File: src/rtl/core/hbb_pkg.sv
// shared constants, types and the reciprocal table of the horizontal box blur
package hbb_pkg;

  localparam int MAX_RADIUS  = 15;
  localparam int WIN_DEPTH   = 2 * MAX_RADIUS + 1;
  localparam int RADIUS_W    = 4;
  localparam int RAD_W       = $clog2(MAX_RADIUS + 1);
  localparam int IDX_W       = $clog2(WIN_DEPTH);
  localparam int CNT_W       = $clog2(WIN_DEPTH + 1);
  localparam int NUM_CH      = 4;
  localparam int CH_W        = 8;
  localparam int CH_MAX      = (1 << CH_W) - 1;
  localparam int SUM_W       = $clog2(WIN_DEPTH * CH_MAX + 1);
  localparam int RECIP_SHIFT = 18;
  localparam int RECIP_W     = RECIP_SHIFT + 1;
  localparam int PROD_W      = SUM_W + RECIP_W;
  localparam int Q_DEPTH     = 4;
  localparam int Q_PTR_W     = $clog2(Q_DEPTH);
  localparam int Q_CNT_W     = $clog2(Q_DEPTH + 1);

  // channel 0 alpha, 1 red, 2 green, 3 blue
  typedef logic [NUM_CH-1:0][CH_W-1:0]  pix_t;
  typedef logic [NUM_CH-1:0][SUM_W-1:0] sums_t;

  typedef struct packed {
    sums_t sums;
    logic  row_end;
  } item_t;

  typedef struct packed {
    logic  push;
    item_t item;
  } q_wr_t;

  typedef struct packed {
    logic  avail;
    item_t item;
  } q_rd_t;

  typedef enum logic [1:0] {
    F_RUN,
    F_FLUSH,
    F_RESUM
  } front_state_t;

  // floor(2^18 / (2r+1)) + 1; exact quotient for any window sum below 2^13
  function automatic logic [RECIP_W-1:0] recip(input logic [RAD_W-1:0] r);
    logic [RECIP_W-1:0] m;
    unique case (r)
      0:       m = RECIP_W'(262145);
      1:       m = RECIP_W'(87382);
      2:       m = RECIP_W'(52429);
      3:       m = RECIP_W'(37450);
      4:       m = RECIP_W'(29128);
      5:       m = RECIP_W'(23832);
      6:       m = RECIP_W'(20165);
      7:       m = RECIP_W'(17477);
      8:       m = RECIP_W'(15421);
      9:       m = RECIP_W'(13798);
      10:      m = RECIP_W'(12484);
      11:      m = RECIP_W'(11398);
      12:      m = RECIP_W'(10486);
      13:      m = RECIP_W'(9710);
      14:      m = RECIP_W'(9040);
      15:      m = RECIP_W'(8457);
      default: m = RECIP_W'(8457);
    endcase
    return m;
  endfunction

endpackage

File: src/rtl/core/hbb_in_if.sv
// pixel input channel: valid/ready handshake with the incoming pixel
interface hbb_in_if;
  logic       valid;
  logic       ready;
  logic [7:0] in_alpha;
  logic [7:0] in_red;
  logic [7:0] in_green;
  logic [7:0] in_blue;
  logic       in_row_end;

  modport source (
    output valid, in_alpha, in_red, in_green, in_blue, in_row_end,
    input  ready
  );

  modport sink (
    input  valid, in_alpha, in_red, in_green, in_blue, in_row_end,
    output ready
  );
endinterface

File: src/rtl/core/hbb_out_if.sv
// blurred pixel output channel: valid/ready handshake with the result pixel
interface hbb_out_if;
  logic       valid;
  logic       ready;
  logic [7:0] out_alpha;
  logic [7:0] out_red;
  logic [7:0] out_green;
  logic [7:0] out_blue;
  logic       out_row_end;

  modport source (
    output valid, out_alpha, out_red, out_green, out_blue, out_row_end,
    input  ready
  );

  modport sink (
    input  valid, out_alpha, out_red, out_green, out_blue, out_row_end,
    output ready
  );
endinterface

File: src/rtl/core/hbb_fifo.sv
// short queue of window sums between the front and the back part
module hbb_fifo (
  input  logic           clk,
  input  logic           rst_n,
  input  hbb_pkg::q_wr_t wr,
  input  logic           pop,
  output hbb_pkg::q_rd_t rd,
  output logic           space
);
  import hbb_pkg::*;

  item_t              mem_r [Q_DEPTH];
  logic [Q_PTR_W-1:0] wr_ptr_r, wr_ptr_nxt;
  logic [Q_PTR_W-1:0] rd_ptr_r, rd_ptr_nxt;
  logic [Q_CNT_W-1:0] cnt_r, cnt_nxt;

  // status toward both sides
  assign space    = (cnt_r != Q_CNT_W'(Q_DEPTH));
  assign rd.avail = (cnt_r != '0);
  assign rd.item  = mem_r[rd_ptr_r];

  // pointer and fill level update
  always_comb begin
    wr_ptr_nxt = wr.push ? wr_ptr_r + Q_PTR_W'(1) : wr_ptr_r;
    rd_ptr_nxt = pop ? rd_ptr_r + Q_PTR_W'(1) : rd_ptr_r;
    cnt_nxt    = cnt_r;
    if (wr.push && !pop) begin
      cnt_nxt = cnt_r + Q_CNT_W'(1);
    end else if (!wr.push && pop) begin
      cnt_nxt = cnt_r - Q_CNT_W'(1);
    end
  end

  always_ff @(posedge clk) begin
    if (!rst_n) begin
      wr_ptr_r <= '0;
      rd_ptr_r <= '0;
      cnt_r    <= '0;
    end else begin
      wr_ptr_r <= wr_ptr_nxt;
      rd_ptr_r <= rd_ptr_nxt;
      cnt_r    <= cnt_nxt;
    end
  end

  // entry storage
  always_ff @(posedge clk) begin
    if (wr.push) begin
      mem_r[wr_ptr_r] <= wr.item;
    end
  end

endmodule

File: src/rtl/core/hbb_front.sv
// front part: pixel window, running channel sums, row-end flush sequencer, radius-change sum rebuild
module hbb_front (
  input  logic                          clk,
  input  logic                          rst_n,
  input  logic                          cfg_we,
  input  logic [hbb_pkg::RADIUS_W-1:0]  cfg_wdata,
  hbb_in_if.sink                        in_ch,
  input  logic                          q_space,
  output hbb_pkg::q_wr_t                q_wr,
  output logic [hbb_pkg::RAD_W-1:0]     eff_radius
);
  import hbb_pkg::*;

  front_state_t                        state_r, state_nxt;
  logic [RADIUS_W-1:0]                 cfg_radius_r, cfg_radius_nxt;
  logic [WIN_DEPTH-1:0][NUM_CH-1:0][CH_W-1:0] win_r, win_nxt;
  sums_t                               sum_r, sum_nxt;
  logic [CNT_W-1:0]                    cnt_r, cnt_nxt;
  logic [RAD_W-1:0]                    k_r, k_nxt;
  logic [IDX_W-1:0]                    scan_r, scan_nxt;

  logic [RAD_W-1:0] r;
  logic [IDX_W-1:0] two_r;
  logic [IDX_W-1:0] tap_idx;
  pix_t             tap;
  pix_t             pix_in;
  sums_t            sum_acc;
  sums_t            sum_flush;
  sums_t            sum_scan;
  logic [CNT_W-1:0] cnt_inc;
  logic [RAD_W-1:0] owed;
  logic             emit;
  logic             accept;

  // radius clamp
  always_comb begin
    if (int'(cfg_radius_r) > MAX_RADIUS) begin
      r = RAD_W'(MAX_RADIUS);
    end else begin
      r = RAD_W'(cfg_radius_r);
    end
  end

  assign eff_radius = r;
  assign two_r      = IDX_W'(r) << 1;

  // input handshake
  assign in_ch.ready = (state_r == F_RUN) && q_space && !cfg_we;
  assign accept      = in_ch.valid && in_ch.ready;
  assign pix_in      = {in_ch.in_blue, in_ch.in_green, in_ch.in_red, in_ch.in_alpha};

  // single window tap: leaving pixel, flush pixel or resum pixel
  always_comb begin
    unique case (state_r)
      F_RUN:   tap_idx = two_r;
      F_FLUSH: tap_idx = IDX_W'(k_r) + IDX_W'(r) + IDX_W'(1);
      F_RESUM: tap_idx = scan_r;
      default: tap_idx = '0;
    endcase
  end

  assign tap = win_r[tap_idx];

  // per-channel sum updates
  always_comb begin
    for (int c = 0; c < NUM_CH; c++) begin
      sum_acc[c]   = sum_r[c] + SUM_W'(pix_in[c]) - SUM_W'(tap[c]);
      sum_flush[c] = sum_r[c] - SUM_W'(tap[c]);
      sum_scan[c]  = sum_r[c] + SUM_W'(tap[c]);
    end
  end

  // row fill level and owed flush count
  always_comb begin
    cnt_inc = (cnt_r == CNT_W'(WIN_DEPTH)) ? cnt_r : cnt_r + CNT_W'(1);
    if (cnt_inc < CNT_W'(r)) begin
      owed = RAD_W'(cnt_inc);
    end else begin
      owed = r;
    end
    emit = (cnt_inc > CNT_W'(r));
  end

  // next state and queue writes
  always_comb begin
    state_nxt      = state_r;
    cfg_radius_nxt = cfg_radius_r;
    win_nxt        = win_r;
    sum_nxt        = sum_r;
    cnt_nxt        = cnt_r;
    k_nxt          = k_r;
    scan_nxt       = scan_r;
    q_wr.push      = 1'b0;
    q_wr.item.sums = sum_acc;
    q_wr.item.row_end = 1'b0;

    if (cfg_we) begin
      // new radius: rebuild the running sums from the stored window
      cfg_radius_nxt = cfg_wdata;
      state_nxt      = F_RESUM;
      scan_nxt       = '0;
      sum_nxt        = '0;
    end else begin
      unique case (state_r)
        F_RUN: begin
          if (accept) begin
            q_wr.push         = emit;
            q_wr.item.sums    = sum_acc;
            q_wr.item.row_end = in_ch.in_row_end && (owed == '0);
            if (in_ch.in_row_end && (owed == '0)) begin
              win_nxt = '0;
              sum_nxt = '0;
              cnt_nxt = '0;
            end else begin
              win_nxt = {win_r[WIN_DEPTH-2:0], pix_in};
              sum_nxt = sum_acc;
              cnt_nxt = cnt_inc;
              if (in_ch.in_row_end) begin
                k_nxt     = owed - RAD_W'(1);
                state_nxt = F_FLUSH;
              end
            end
          end
        end
        F_FLUSH: begin
          // each step drops the oldest pixel of the shrinking window
          if (q_space) begin
            q_wr.push         = 1'b1;
            q_wr.item.sums    = sum_flush;
            q_wr.item.row_end = (k_r == '0);
            sum_nxt           = sum_flush;
            if (k_r == '0) begin
              win_nxt   = '0;
              sum_nxt   = '0;
              cnt_nxt   = '0;
              state_nxt = F_RUN;
            end else begin
              k_nxt = k_r - RAD_W'(1);
            end
          end
        end
        F_RESUM: begin
          sum_nxt = sum_scan;
          if (scan_r == two_r) begin
            state_nxt = F_RUN;
          end else begin
            scan_nxt = scan_r + IDX_W'(1);
          end
        end
        default: begin
          state_nxt = F_RUN;
        end
      endcase
    end
  end

  // state register
  always_ff @(posedge clk) begin
    if (!rst_n) begin
      state_r <= F_RUN;
    end else begin
      state_r <= state_nxt;
    end
  end

  // window, sums and counters
  always_ff @(posedge clk) begin
    if (!rst_n) begin
      cfg_radius_r <= RADIUS_W'(1);
      win_r        <= '0;
      sum_r        <= '0;
      cnt_r        <= '0;
      k_r          <= '0;
      scan_r       <= '0;
    end else begin
      cfg_radius_r <= cfg_radius_nxt;
      win_r        <= win_nxt;
      sum_r        <= sum_nxt;
      cnt_r        <= cnt_nxt;
      k_r          <= k_nxt;
      scan_r       <= scan_nxt;
    end
  end

endmodule

File: src/rtl/core/hbb_back.sv
// back part: divide window sums by the window size and hold the result beat
module hbb_back (
  input  logic                      clk,
  input  logic                      rst_n,
  input  hbb_pkg::q_rd_t            rd,
  input  logic [hbb_pkg::RAD_W-1:0] radius,
  output logic                      pop,
  hbb_out_if.source                 out_ch
);
  import hbb_pkg::*;

  logic [RECIP_W-1:0] recip_m;
  logic [PROD_W-1:0]  prod [NUM_CH];
  pix_t               quot;
  pix_t               pix_r;
  logic               row_end_r;
  logic               out_valid_r, out_valid_nxt;

  // divide by 2r+1 as multiply by reciprocal and shift
  assign recip_m = recip(radius);

  always_comb begin
    for (int c = 0; c < NUM_CH; c++) begin
      prod[c] = PROD_W'(rd.item.sums[c]) * PROD_W'(recip_m);
      quot[c] = prod[c][RECIP_SHIFT +: CH_W];
    end
  end

  // output register handshake
  assign pop = rd.avail && (!out_valid_r || out_ch.ready);

  always_comb begin
    out_valid_nxt = out_valid_r;
    if (pop) begin
      out_valid_nxt = 1'b1;
    end else if (out_ch.ready) begin
      out_valid_nxt = 1'b0;
    end
  end

  always_ff @(posedge clk) begin
    if (!rst_n) begin
      out_valid_r <= 1'b0;
    end else begin
      out_valid_r <= out_valid_nxt;
    end
  end

  always_ff @(posedge clk) begin
    if (pop) begin
      pix_r     <= quot;
      row_end_r <= rd.item.row_end;
    end
  end

  assign out_ch.valid       = out_valid_r;
  assign out_ch.out_alpha   = pix_r[0];
  assign out_ch.out_red     = pix_r[1];
  assign out_ch.out_green   = pix_r[2];
  assign out_ch.out_blue    = pix_r[3];
  assign out_ch.out_row_end = row_end_r;

endmodule

File: src/rtl/core/horizontal_box_blur_argb_unit.sv
// a blurred pixel passes the queue entry, then the output register, after its window is complete
// throughput: one pixel per cycle inside a row while the queue has space and no radius write
// a row end owing lagged pixels holds off input while the flush emits them
// a radius write holds off input for the write and while the sums are rebuilt from the window
// reset: synchronous, active low; window and sums cleared, radius 1, no output pending
module horizontal_box_blur_argb_unit (
  input  logic                         clk,
  input  logic                         rst_n,
  input  logic                         cfg_we,
  input  logic [hbb_pkg::RADIUS_W-1:0] cfg_wdata,
  hbb_in_if.sink                       in_ch,
  hbb_out_if.source                    out_ch
);
  import hbb_pkg::*;

  q_wr_t            q_wr;
  q_rd_t            q_rd;
  logic             q_space;
  logic             q_pop;
  logic [RAD_W-1:0] eff_radius;

  // window and flush sequencing
  hbb_front u_front (
    .clk        (clk),
    .rst_n      (rst_n),
    .cfg_we     (cfg_we),
    .cfg_wdata  (cfg_wdata),
    .in_ch      (in_ch),
    .q_space    (q_space),
    .q_wr       (q_wr),
    .eff_radius (eff_radius)
  );

  // decoupling queue
  hbb_fifo u_fifo (
    .clk   (clk),
    .rst_n (rst_n),
    .wr    (q_wr),
    .pop   (q_pop),
    .rd    (q_rd),
    .space (q_space)
  );

  // division and output beat
  hbb_back u_back (
    .clk    (clk),
    .rst_n  (rst_n),
    .rd     (q_rd),
    .radius (eff_radius),
    .pop    (q_pop),
    .out_ch (out_ch)
  );

endmodule

File: src/flat_wrapper.sv
// flat-port wrapper written by rule: the top's interface ports become plain ports
module horizontal_box_blur_argb_unit_flat import hbb_pkg::*;
  (clk, rst_n, cfg_we, cfg_wdata, in_ch_valid, in_ch_in_alpha, in_ch_in_red, in_ch_in_green, in_ch_in_blue, in_ch_in_row_end, in_ch_ready, out_ch_valid, out_ch_out_alpha, out_ch_out_red, out_ch_out_green, out_ch_out_blue, out_ch_out_row_end, out_ch_ready);
  hbb_in_if in_ch_i ();
  hbb_out_if out_ch_i ();
  input  logic clk;
  input  logic rst_n;
  input  logic cfg_we;
  input  logic [hbb_pkg::RADIUS_W-1:0] cfg_wdata;
  input wire logic [$bits(in_ch_i.valid)-1:0] in_ch_valid;
  input wire logic [$bits(in_ch_i.in_alpha)-1:0] in_ch_in_alpha;
  input wire logic [$bits(in_ch_i.in_red)-1:0] in_ch_in_red;
  input wire logic [$bits(in_ch_i.in_green)-1:0] in_ch_in_green;
  input wire logic [$bits(in_ch_i.in_blue)-1:0] in_ch_in_blue;
  input wire logic [$bits(in_ch_i.in_row_end)-1:0] in_ch_in_row_end;
  output wire logic [$bits(in_ch_i.ready)-1:0] in_ch_ready;
  output wire logic [$bits(out_ch_i.valid)-1:0] out_ch_valid;
  output wire logic [$bits(out_ch_i.out_alpha)-1:0] out_ch_out_alpha;
  output wire logic [$bits(out_ch_i.out_red)-1:0] out_ch_out_red;
  output wire logic [$bits(out_ch_i.out_green)-1:0] out_ch_out_green;
  output wire logic [$bits(out_ch_i.out_blue)-1:0] out_ch_out_blue;
  output wire logic [$bits(out_ch_i.out_row_end)-1:0] out_ch_out_row_end;
  input wire logic [$bits(out_ch_i.ready)-1:0] out_ch_ready;
  assign in_ch_i.valid = in_ch_valid;
  assign in_ch_i.in_alpha = in_ch_in_alpha;
  assign in_ch_i.in_red = in_ch_in_red;
  assign in_ch_i.in_green = in_ch_in_green;
  assign in_ch_i.in_blue = in_ch_in_blue;
  assign in_ch_i.in_row_end = in_ch_in_row_end;
  assign in_ch_ready = in_ch_i.ready;
  assign out_ch_valid = out_ch_i.valid;
  assign out_ch_out_alpha = out_ch_i.out_alpha;
  assign out_ch_out_red = out_ch_i.out_red;
  assign out_ch_out_green = out_ch_i.out_green;
  assign out_ch_out_blue = out_ch_i.out_blue;
  assign out_ch_out_row_end = out_ch_i.out_row_end;
  assign out_ch_i.ready = out_ch_ready;
  horizontal_box_blur_argb_unit u_core (.clk(clk), .rst_n(rst_n), .cfg_we(cfg_we), .cfg_wdata(cfg_wdata), .in_ch(in_ch_i), .out_ch(out_ch_i));
endmodule
File: config.mk
export PLATFORM = sky130hd
export DESIGN_NAME = horizontal_box_blur_argb_unit_flat
export DESIGN_NICKNAME = d
export VERILOG_FILES = /design/src/rtl/core/hbb_pkg.sv /design/src/rtl/core/hbb_in_if.sv /design/src/rtl/core/hbb_out_if.sv /design/src/rtl/core/hbb_fifo.sv /design/src/rtl/core/hbb_front.sv /design/src/rtl/core/hbb_back.sv /design/src/rtl/core/horizontal_box_blur_argb_unit.sv /design/src/flat_wrapper.sv
export SDC_FILE = /design/constraint.sdc
export NUM_CORES = 2
export LEC_CHECK = 0
export BUFFER_PORTS_ARGS = -buffer_cell sky130_fd_sc_hd__clkbuf_2
export CAP_MARGIN = 20
export CELL_PAD_IN_SITES_DETAIL_PLACEMENT = 1
export CELL_PAD_IN_SITES_GLOBAL_PLACEMENT = 1
export CORE_ASPECT_RATIO = 1.4
export CORE_MARGIN = 3
export CORE_UTILIZATION = 25
export DETAILED_ROUTE_END_ITERATION = 16
export PLACE_DENSITY_LB_ADDON = 0.1
export REMOVE_ABC_BUFFERS = 1
export SLEW_MARGIN = 40
export SYNTH_ARGS = -nofsm -noshare
export SYNTH_HDL_FRONTEND = slang
export SYNTH_HIERARCHICAL = 1
export SYNTH_SLANG_ARGS = --single-unit
File: constraint.sdc
create_clock -name clk -period 17.9 [get_ports clk]
set_clock_uncertainty 0.05 [all_clocks]
set_input_delay 1.79 -clock clk [delete_from_list [all_inputs] [get_ports clk]]
set_output_delay 1.79 -clock clk [all_outputs]
set_load 0.01 [all_outputs]
==> run summary <==
Status: finished, final reports clean
Area delta synth->final: 11.8%
Syn. warnings: 6
Filler cells: 37.8k
Ys flop type: dfxtp_1
CTS tree: yes
Share of post-route cells with drive strength above 1: 0.0815
WL/cell: 23.6 um
Starting density of the core: 0.252
Vias in the first global route: 70.6k
Number of port buffers: 76
H-tree levels: 4
Die Wd: 499 um
Seq/Total Area, Yosys: 0.339
RSZ-0062 raised after global routing: no
Post-CTS Hold Fix Bufs: 0
Async SR Flop Fraction: 0
Critical path launch point type: flip-flop
Vias: 64.1k
Syn Inst Count: 8518
Leading area contributor after synthesis: dfxtp_1
Setup bufs post-CTS: 0
Max Slew Vio Count: 0
IO Pins: 77
Clk slew on worst S/H paths: 60 ps
Synth top area share: 0.253
Max_slew headroom: 0.402
Post-synth EDFFs: 245
First-pass GRT wire length: 463 mm
Post-CTS sizing: 0
Total grt overflow: 0
Routed Antenna Nets: 0
Final setup vio count: 0
Final hold violation count: 0
Critical path class: flip-flop to flip-flop
Total track usage: 0.172
Final worst path period share: 0.509
Core area: 338000 um2
Hold WS: 399 ps
Syn avg cell area: 9.99 um2
Fin Setup TNS: 0 ps
Max clock buf depth: 4
Most frequent cells in the layout: 1071 x dfxtp_1, 993 x a22o_1, 943 x nand2_1
Worst min-delay path class: flip-flop to flip-flop
Synth cell types: 96
Yosys reg bits: 1319
DRT iter0 DRCs: 2851
Die area: 347000 um2
Pre-CTS setup slack: 8460 ps
Total wire length: 303 mm
Clock latency on the worst-skew pair: 860 ps
Gpl congestion: 0.783
CP required: 18340 ps
DR vias/cell: 5.01
Netlist Area Pre-Place: 85100 um2
Largest net degree at the start of global routing: 174
Crit. End Element: flip-flop
Die Y: 696 um
Worst-margin pin slew: 897 ps
Commonest non-fill, non-tap cell in the layout: dfxtp_1
Final WS setup: 8780 ps
Critical path arrival: 9560 ps
Drt drc: 0
Clock tree sinks: 1319
HPWL Detailed: 205 mm
Root Buffer: clkbuf_16
Num CTS Buffers: 162
Placement Rows: 252
Total of max-cap violations: 0
CP Max Fanout: 139
Detailed-router iteration count before antenna repair: 5
Main area contributors after synthesis: dfxtp_1 25%, fa_1 17%, a22o_1 10%
Fmax: 110 MHz
Initial antenna violation count: 6
Final Critical Period: 9120 ps
Fin nets: 9373
## logic make-up after synthesis
logic type	synth area share
AOI/OAI and AO/OA	0.198
and+or+nand+nor	0.117
buffers and inverters	0.0776
DFF	0.339
adders and majority gates	0.222
xor gates and xnor gates	0.0185
muxes	0.0279
## state kept, by name (all words and copies together) (netlist names), named ones only
register and flops:
u_core/u_back/out_ch.out_alpha 8, u_core/u_back/out_ch.out_blue 8, u_core/u_back/out_ch.out_green 8, u_core/u_back/out_ch.out_red 8
u_core/u_back/out_ch.out_row_end 1, u_core/u_back/out_ch.valid 1, u_core/u_fifo/cnt_r 3, u_core/u_fifo/mem_r 212
u_core/u_fifo/rd_ptr_r 2, u_core/u_fifo/wr_ptr_r 2, u_core/u_front/cnt_r 5, u_core/u_front/eff_radius 4
u_core/u_front/k_r 4, u_core/u_front/scan_r 5, u_core/u_front/state_r 2, u_core/u_front/sum_r 52
u_core/u_front/win_r 992
## cells in the mapped netlist (all sizes together) (28+ instances only)
cell type and count:
mux2i 38, a311oi 30, nand2b 31, and2 404, a221oi 169, xor2 56
o21ai 157, nand3 286, clkbuf 414, inv 922, dfxtp 1074, nor2 167
and3 64, a22oi 31, o22ai 69, nor3 80, fa 702, mux4 82
a211oi 53, edfxtp 245, buf 248, o221ai 35, o2bb2ai 28, a21oi 179
xnor2 124, a31oi 49, a22o 994, nor2b 38, a21o 37, ha 384
nand2 948, o211ai 40
## critical path, stage by stage (launching register included)
cell and delay [ps]:
dfxtp_1 470, inv_1 180, ha_1 190, inv_1 60
fa_1 420, xnor2_2 440, o22a_4 760, buf_4 560
buf_4 590, buf_12 510, buf_4 640, a221oi_1 110
nor3_1 190, a311oi_1 80, a21oi_1 250, o221ai_1 360
fa_1 560, ha_1 340, o21ai_0 90, o21bai_1 100
a21boi_0 480, nor2_1 140, o311ai_0 670, o22ai_1 240
## routing by layer
layer,vias to the layer above,track usage,part of all wire
met4,0,0.0400,0.023
met1,33900,0.212,0.43
met5,-,0,0
met3,313,0.0144,0.020
li1,29300,-,-
met2,645,0.323,0.53
## final timing paths
path	from	to	slack, ps	depth (start not counted)
setup / recovery	u_core/u_front/eff_radius[0]	u_core/u_fifo/mem_r[2][23]	8780	23
hold / removal	u_core/u_front/win_r[66]	u_core/u_front/win_r[98]	400	1
setup reg to reg	u_core/u_front/eff_radius[0]	u_core/u_fifo/mem_r[2][23]	8780	23
hold reg to reg	u_core/u_front/win_r[66]	u_core/u_front/win_r[98]	400	1
## stage by stage
step | instances | util | cell area (um2)
finish | 12800 | 0.282 | 95100
global route | 12800 | 0.282 | 95100
CTS | 12800 | 0.281 | 95000
detailed placement | 12500 | 0.266 | 89700
global placement | 12500 | 0.265 | 89400
floorplan | 7856 | - | 82000
## layout make-up
| cell class | instances | area [um2] | area share |
|---|---|---|---|
| Clock inverter | 55 | 696 | 0.00731 |
| Multi-Input combinational cell | 5614 | 50100 | 0.526 |
| Antenna cell | 7 | 17.5 | 0.000184 |
| Inverter | 923 | 3460 | 0.0364 |
| Tap cell | 4445 | 5560 | 0.0585 |
| Timing Repair Buffer | 225 | 1790 | 0.0188 |
| Sequential cell | 1319 | 28900 | 0.304 |
| Clock buffer | 223 | 4650 | 0.0489 |
Power is not shown: default switching activity piles up to over one toggle a cycle in this logic, so the estimate is an artifact.
